**src/rtl/srb_pkg.sv**
```systemverilog
// srb_pkg: shared types and constants of the sample ring buffer.
// Item structs, request and result codes, controller states and the
// command/status structs between controller and datapath. No dependencies.
`default_nettype none

package srb_pkg;

   // Fixed field widths of the item and register formats
   localparam int REQ_TYPE_W   = 2;
   localparam int SAMPLE_W     = 64;
   localparam int LIMIT_W      = 16;
   localparam int FILL_W       = 10;
   localparam int TOTAL_W      = 10;
   localparam int BYTE_W       = 8;
   localparam int SAMPLE_CFG_W = 4;
   localparam int CAP_CFG_W    = 11;
   localparam int CSR_DATA_W   = 11;

   localparam logic [SAMPLE_CFG_W-1:0] SAMPLE_CFG_RESET = 4'd1;
   localparam logic [CAP_CFG_W-1:0]    CAP_CFG_RESET    = 11'd1024;

   // Request kinds carried in req_type
   typedef enum logic [1:0] {
      REQ_WRITE = 2'd0,
      REQ_READ  = 2'd1,
      REQ_CLEAR = 2'd2
   } req_kind_type;

   // Result codes
   typedef enum logic [1:0] {
      RES_DONE   = 2'd0,
      RES_FULL   = 2'd1,
      RES_SAMPLE = 2'd2,
      RES_EMPTY  = 2'd3
   } res_code_type;

   // Configuration register indexes
   typedef enum logic {
      CSR_SAMPLE_BYTES   = 1'b0,
      CSR_CAPACITY_BYTES = 1'b1
   } csr_index_type;

   // Operand select of the shared remainder unit
   typedef enum logic [1:0] {
      DIV_WP  = 2'd0,
      DIV_RP  = 2'd1,
      DIV_LEN = 2'd2
   } div_sel_type;

   typedef enum logic [3:0] {
      ST_IDLE,
      ST_WP_CHK,
      ST_WP_DIV,
      ST_RP_CHK,
      ST_RP_DIV,
      ST_DISPATCH,
      ST_WR_CHK,
      ST_WRITE,
      ST_RD_LEN,
      ST_RD_DIV,
      ST_RD_SETUP,
      ST_RD_BYTE,
      ST_RD_DONE,
      ST_EMIT
   } state_type;

   typedef struct packed {
      logic [REQ_TYPE_W-1:0] req_type;
      logic [SAMPLE_W-1:0]   sample_data;
      logic [LIMIT_W-1:0]    read_limit_bytes;
   } req_item_type;

   typedef struct packed {
      logic [1:0]          result_code;
      logic [SAMPLE_W-1:0] read_sample;
      logic                last;
      logic [FILL_W-1:0]   fill_bytes;
      logic [TOTAL_W-1:0]  bytes_read_total;
   } rsp_item_type;

   // Controller to datapath
   typedef struct packed {
      logic         latch;
      logic         div_start;
      div_sel_type  div_sel;
      logic         wp_fix;
      logic         rp_fix;
      logic         fill_load;
      logic         clear;
      logic         wr_begin;
      logic         wr_byte;
      logic         rd_size;
      logic         rd_begin;
      logic         rd_byte;
      logic         total_step;
      logic         emit;
      res_code_type code;
   } srb_cmd_type;

   // Datapath to controller
   typedef struct packed {
      logic [REQ_TYPE_W-1:0] req_kind;
      logic                  wp_over;
      logic                  rp_over;
      logic                  div_done;
      logic                  wr_room;
      logic                  byte_final;
      logic                  bytes_zero;
      logic                  rd_last;
      logic                  out_free;
   } srb_status_type;

endpackage

`default_nettype wire

```
**src/rtl/srb_ctrl.sv**
```systemverilog
// srb_ctrl: request sequencer of the sample ring buffer. Drives the
// datapath by command struct and reads its status. Depends on srb_pkg.
`default_nettype none

module srb_ctrl (
   input  wire logic                    clock,
   input  wire logic                    reset,
   input  wire logic                    req_valid,
   output logic                         req_ready,
   output srb_pkg::srb_cmd_type         cmd,
   input  wire srb_pkg::srb_status_type st
);

   srb_pkg::state_type    state_ff, state_in;
   srb_pkg::res_code_type code_ff, code_in;

   // Next state and commands
   always_comb begin
      state_in = state_ff;
      code_in  = code_ff;
      cmd      = '0;
      cmd.code = code_ff;
      case (state_ff)
         srb_pkg::ST_IDLE: begin
            if (req_valid) begin
               cmd.latch = 1'b1;
               state_in  = srb_pkg::ST_WP_CHK;
            end
         end
         // wrap positions left beyond a shrunk capacity
         srb_pkg::ST_WP_CHK: begin
            if (st.wp_over) begin
               cmd.div_start = 1'b1;
               cmd.div_sel   = srb_pkg::DIV_WP;
               state_in      = srb_pkg::ST_WP_DIV;
            end else begin
               state_in = srb_pkg::ST_RP_CHK;
            end
         end
         srb_pkg::ST_WP_DIV: begin
            if (st.div_done) begin
               cmd.wp_fix = 1'b1;
               state_in   = srb_pkg::ST_RP_CHK;
            end
         end
         srb_pkg::ST_RP_CHK: begin
            if (st.rp_over) begin
               cmd.div_start = 1'b1;
               cmd.div_sel   = srb_pkg::DIV_RP;
               state_in      = srb_pkg::ST_RP_DIV;
            end else begin
               state_in = srb_pkg::ST_DISPATCH;
            end
         end
         srb_pkg::ST_RP_DIV: begin
            if (st.div_done) begin
               cmd.rp_fix = 1'b1;
               state_in   = srb_pkg::ST_DISPATCH;
            end
         end
         srb_pkg::ST_DISPATCH: begin
            case (st.req_kind)
               srb_pkg::REQ_WRITE: begin
                  cmd.fill_load = 1'b1;
                  state_in      = srb_pkg::ST_WR_CHK;
               end
               srb_pkg::REQ_READ: begin
                  cmd.fill_load = 1'b1;
                  state_in      = srb_pkg::ST_RD_LEN;
               end
               srb_pkg::REQ_CLEAR: begin
                  cmd.clear = 1'b1;
                  code_in   = srb_pkg::RES_DONE;
                  state_in  = srb_pkg::ST_EMIT;
               end
               default: begin
                  state_in = srb_pkg::ST_IDLE;
               end
            endcase
         end
         srb_pkg::ST_WR_CHK: begin
            if (st.wr_room) begin
               cmd.wr_begin = 1'b1;
               state_in     = srb_pkg::ST_WRITE;
            end else begin
               code_in  = srb_pkg::RES_FULL;
               state_in = srb_pkg::ST_EMIT;
            end
         end
         srb_pkg::ST_WRITE: begin
            cmd.wr_byte = 1'b1;
            if (st.byte_final) begin
               code_in  = srb_pkg::RES_DONE;
               state_in = srb_pkg::ST_EMIT;
            end
         end
         srb_pkg::ST_RD_LEN: begin
            cmd.div_start = 1'b1;
            cmd.div_sel   = srb_pkg::DIV_LEN;
            state_in      = srb_pkg::ST_RD_DIV;
         end
         srb_pkg::ST_RD_DIV: begin
            if (st.div_done) begin
               cmd.rd_size = 1'b1;
               state_in    = srb_pkg::ST_RD_SETUP;
            end
         end
         srb_pkg::ST_RD_SETUP: begin
            if (st.bytes_zero) begin
               code_in  = srb_pkg::RES_EMPTY;
               state_in = srb_pkg::ST_EMIT;
            end else begin
               cmd.rd_begin = 1'b1;
               state_in     = srb_pkg::ST_RD_BYTE;
            end
         end
         srb_pkg::ST_RD_BYTE: begin
            cmd.rd_byte = 1'b1;
            if (st.byte_final) begin
               state_in = srb_pkg::ST_RD_DONE;
            end
         end
         // last byte lands in the sample register this cycle
         srb_pkg::ST_RD_DONE: begin
            cmd.total_step = 1'b1;
            code_in        = srb_pkg::RES_SAMPLE;
            state_in       = srb_pkg::ST_EMIT;
         end
         srb_pkg::ST_EMIT: begin
            if (st.out_free) begin
               cmd.emit = 1'b1;
               if (code_ff == srb_pkg::RES_SAMPLE && !st.rd_last) begin
                  state_in = srb_pkg::ST_RD_BYTE;
               end else begin
                  state_in = srb_pkg::ST_IDLE;
               end
            end
         end
         default: begin
            state_in = srb_pkg::ST_IDLE;
         end
      endcase
   end

   always_ff @(posedge clock) begin
      if (reset) begin
         state_ff <= srb_pkg::ST_IDLE;
         code_ff  <= srb_pkg::RES_DONE;
      end else begin
         state_ff <= state_in;
         code_ff  <= code_in;
      end
   end

   assign req_ready = (state_ff == srb_pkg::ST_IDLE);

endmodule

`default_nettype wire

```
**config.mk**
```make
export PLATFORM = sky130hd
export DESIGN_NAME = srb_ctrl
export DESIGN_NICKNAME = d
export VERILOG_FILES = /design/src/rtl/srb_pkg.sv /design/src/rtl/srb_ctrl.sv
export SDC_FILE = /design/constraint.sdc
export NUM_CORES = 1
export LEC_CHECK = 0
export ABC_AREA = 1
export BUFFER_PORTS_ARGS = -buffer_cell sky130_fd_sc_hd__buf_4
export CORE_ASPECT_RATIO = 0.8
export CORE_MARGIN = 2
export CORE_UTILIZATION = 45
export CTS_BUF_LIST = sky130_fd_sc_hd__clkbuf_4
export DETAILED_ROUTE_END_ITERATION = 12
export GPL_ROUTABILITY_DRIVEN = 1
export PLACE_DENSITY_LB_ADDON = 0.15
export SLEW_MARGIN = 20
export SYNTH_ARGS = -nofsm -noshare
export SYNTH_HDL_FRONTEND = slang
export SYNTH_SLANG_ARGS = --single-unit
```
**constraint.sdc**
```tcl
create_clock -name clock -period 1.5 [get_ports clock]
set_clock_uncertainty 0.2 [all_clocks]
set_input_delay 0.3 -clock clock [delete_from_list [all_inputs] [get_ports clock]]
set_output_delay 0.3 -clock clock [all_outputs]
set_load 0.1 [all_outputs]
```
==> results_dict.tcl, run 1 <==
set metrics [dict create \
    numCtsBuffers 3 \
    io_pins 31 \
    cts_root_buffer "clkbuf_4" \
    die_h_um 41.8 \
    dp_hpwl_um 2390 \
    dieWidth_um 51.2 \
    ys_seq_area_share_pct 15.0 \
    synthTopCellsByArea "nand2_1 (19%), dfxtp_1 (15%), nor2_1 (13%)" \
    max-clock-path-buffers 2 \
    synth_warnings 0 \
    syn_inst 152 \
    synth_largest_area_cell "nand2_1" \
    port_buffers 30 \
    gp_congestion 0.869 \
    tool.error "[ERROR DPL-0038] Utilization greater than 100%, impossible to legalize" \
    dpl_cell_area_mm2 0.00143 \
    synth_top_area_share_pct 18.7 \
    ctsResizeCount 71 \
    synth_area_um2 803 \
    status "aborted with a tool error" \
    cts_sinks 6 \
    rows 13 \
    start_util_pct 48.4 \
    synth.distinct_cells 17 \
    postCtsSetupRepairBufs 12 \
    synth-seq-cells 6 \
    synth_nets 170 \
    cts_htree_levels 1 \
    dp.cells 230 \
    syn_avg_cell_area_um2 5.28 \
    stop_stage "clock tree synthesis (4_1_cts)" \
    cts-hold-fix-buffers 0 \
]
==> cells in the mapped netlist <==
master	number
a21oi_1	8
dfxtp_1	6
ha_1	5
inv_1	27
inv_2	4
nand2_1	40
nand2_2	3
nand3_1	16
nand3_2	1
nand3b_1	3
nor2_1	28
nor2_2	4
nor2_4	2
nor3_1	2
o21ai_0	1
o21ai_2	1
o22ai_1	1
==> logic make-up after synthesis <==
logic type / after synthesis / synth area share, %
compound gates: 11 / 7.48
fa+ha+maj: 5 / 7.79
buf+inv: 31 / 14.5
flops: 6 / 15.0
simple gates: 99 / 55.3
==> through the flow <==
stage	setup WS, ns	hold slack (ns)	TNS [ns]
2_1_floorplan	-0.930	0.159	-5.52
3_5_place_dp	-0.232	0.295	-3.46
3_3_place_gp	-0.152	0.295	-2.41
==> run 2, diff against run 1 <==
Settings changed: CORE_AREA from default to 2 2 63 65, CORE_ASPECT_RATIO 0.8 to default, CORE_MARGIN 2 to default, CORE_UTILIZATION 45 to default, CTS_BUF_LIST sky130_fd_sc_hd__clkbuf_4 to default, DIE_AREA from default to 0 0 65 67.
Clock period 1.5 ns to 1.95 ns, I/O delays scaled along.
==> run 2 against run 1 <==
The flow now finishes, with violations (setup timing). Synthesized area did not move. Synthesized cell count unchanged.
==> results_dict.tcl, run 2 <==
set metrics [dict create \
    status "finished with violations" \
    violations "setup timing" \
    final_cell_mix "nand2_1 (35), buf_4 (25), inv_1 (22)" \
    cp_slowest_cell "dfxtp_4" \
    fin_setup_tns_ns -0.0103 \
    max-clock-path-buffers 2 \
    finalWirelength_um 2640 \
    p_seq_share_pct 14.8 \
    antennaDiodeCount 0 \
    ant_nets 0 \
    synth_nets 170 \
    synth_compound_area_share_pct 7.48 \
    fmax_mhz 510 \
    hp-class "input pin to flop" \
    synthAdderAreaFrac_pct 7.79 \
    drv_cap 0 \
    die_h_um 67 \
    rsz0062_at_grt "yes" \
    clk_latency_ns 0.22 \
    use_met2_pct 22.4 \
    combPwrFrac_pct 73.0 \
    path_cells "inv_4, nor2_4, buf_6, nand3_2, nand3b_1, buf_12" \
    cts_tree "built" \
    die-area_mm2 0.00436 \
    intPower_w 0.000666 \
    crit_fanout 6 \
    core-area_mm2 0.00361 \
    fin_crit_ns 1.96 \
    switching_share_pct 55.6 \
    fin_nets 215 \
    fin_ws_ns -0.00951 \
    grt-busiest-layer "met2" \
    p_leak_nw 0.743 \
    yosysMostFrequentCell "nand2_1" \
    finalCritPeriodShare_pct 100 \
    synthToLayoutAreaGrowth_pct 84.6 \
    relSlewSlack_pct 75.6 \
    drc 0 \
    start_util_pct 22.3 \
    finalSetupViolCount 3 \
    p_clk_share_pct 12.2 \
    required_ns 1.36 \
    drtIter0Drc 34 \
    numCtsBuffers 3 \
    overflow 0 \
    io_pins 31 \
    worst_setup_path_start_kind "flop" \
    switchingPower_w 0.000834 \
    synth.distinct_cells 17 \
    crit_arrival_ns 1.37 \
    antenna_found_initial 0 \
    hold_viol 0 \
    final_util_pct 41.1 \
    synth_top_area_share_pct 18.7 \
    synthXorXnorAreaFrac_pct 0 \
    syn_avg_cell_area_um2 5.28 \
    use_met1_pct 15.2 \
    synthMuxAreaShare_pct 0 \
    rows 22 \
    clkTransAtPathRegs_ns 0.04 \
    final_common_cell "nand2_1" \
    largestRegisters "state_ff (4), code_ff (2)" \
    synth-seq-cells 6 \
    drv_slew 0 \
    layout-drive-gt1-share_pct 44.6 \
    vias_per_cell 4.38 \
    largest_reg_flops 4 \
    ys_top_cells_by_count "nand2_1 (40), nor2_1 (28), inv_1 (27)" \
    gp_congestion 0.831 \
    use_met3_pct 3.38 \
    largest-register "state_ff" \
    yosys.area_share.simple_pct 55.3 \
    synth_area_um2 803 \
    ys_async_sr_fraction_pct 0 \
    crit_type "flop to output port" \
    synth_edf_count 0 \
    grt_use_total_pct 12.6 \
    grt_pass1_vias 1011 \
    cts-hold-fix-buffers 0 \
    cts_root_buffer "clkbuf_8" \
    powerDensity_mw_per_mm2 1010 \
    tightest_slew_ns 0.366 \
    crit_path_end_kind "output port" \
    dr.pass1.iters 4 \
    cts_htree_levels 1 \
    syn_inst 152 \
    grt_first_pass_wirelength_um 4250 \
    cpPeakStageDelay_ns 0.39 \
    cts_sinks 6 \
    vdd_ir_drop_max_v 0.000511 \
    avgRoutedWirePerCell_um 10.9 \
    dp_hpwl_um 2150 \
    synth-main-ff-cell "dfxtp_1" \
    grt_max_degree 8 \
    port_buffers 30 \
    synth_top_family_by_area "simple AND/OR/NAND/NOR gates" \
    num_vias 1064 \
    synth_warnings 0 \
    synthTopCellsByArea "nand2_1 (19%), dfxtp_1 (15%), nor2_1 (13%)" \
    dieWidth_um 65 \
    ys_seq_area_share_pct 15.0 \
    synth_largest_area_cell "nand2_1" \
]
run 2: cell counts after synthesis:
Identical to the previous run, type by type.
run 2: layout make-up:
| class | instances | area [µm²] |
|---|---|---|
| multi-input cells | 115 | 693 |
| fillers | 407 | 2120 |
| well taps | 48 | 60.1 |
| clock buffers | 3 | 41.3 |
| flip-flops and latches | 6 | 135 |
| inverters | 31 | 124 |
| repair buffers | 40 | 429 |
run 2: what timing repair did:
item                                    4_1_cts  5_1_grt
gates cloned                                  0        0
endpoints found under the setup margin       11       12
setup buffers                                 3        4
pin swaps                                     1        5
gates resized for setup                      25       28
run 2: critical path: cells and delay by family (launching register included):
kind	cells	cell delay [ns]
DFF	1	0.39
buffers and inverters	3	0.38
and+or+nand+nor	3	0.38
run 2: through the flow:
| step | setup WS, ns | hold WS, ns | cells | total power, W | area, µm² |
|---|---|---|---|---|---|
| final | -0.00951 | 0.158 | 243 | 0.00150 | 1480 |
| after global routing | -0.0699 | 0.161 | 243 | 0.00159 | 1480 |
| after CTS | -0.00766 | 0.155 | 239 | 0.00139 | 1360 |
| after detailed placement | 0.0572 | 0.318 | 233 | 0.00113 | 1200 |
| after global placement | 0.100 | 0.305 | 233 | 0.00113 | 1200 |
| after floorplan | -0.571 | 0.252 | 152 | 0.000913 | 895 |
run 2: path summary, 6_finish.rpt:
path                       startpoint  slack (ns)                       end  depth (start not counted)
max          state_ff[0]$_SDFFE_PP0P_       -0.01                   cmd[15]                          6
min                             reset        0.16  state_ff[3]$_SDFFE_PP0P_                          2
max reg2reg  state_ff[0]$_SDFFE_PP0P_        0.25  state_ff[2]$_SDFFE_PP0P_                         10
min reg2reg   code_ff[0]$_SDFFE_PP0P_        0.32   code_ff[0]$_SDFFE_PP0P_                          2
run 2: logic make-up (layout without fill, tap and decap cells):
| kind of cell | count (synthesis) | after routing |
|---|---|---|
| adders and majority gates | 5 | 5 |
| and+or+nand+nor | 99 | 99 |
| AOI/OAI and AO/OA | 11 | 11 |
| DFF | 6 | 6 |
| buffers and inverters | 31 | 74 |
run 2: power by group through the flow:
stage | clock network, W | registers (W) | logic [W]
global route | 0.000200 | 0.000226 | 0.00117
detailed placement | 0 | 0.000209 | 0.000922
CTS | 0.000192 | 0.000215 | 0.000986
global placement | 0 | 0.000208 | 0.000921
floorplan | 0 | 0.000213 | 0.000700
finish | 0.000183 | 0.000222 | 0.00109
run 2: routing by layer:
metal	wire, µm	part of all wire [%]
met5	0	0
met4	0	0
met3	133	5.0
met1	1180	45
met2	1330	50
Power figures use the tool's default switching activity.
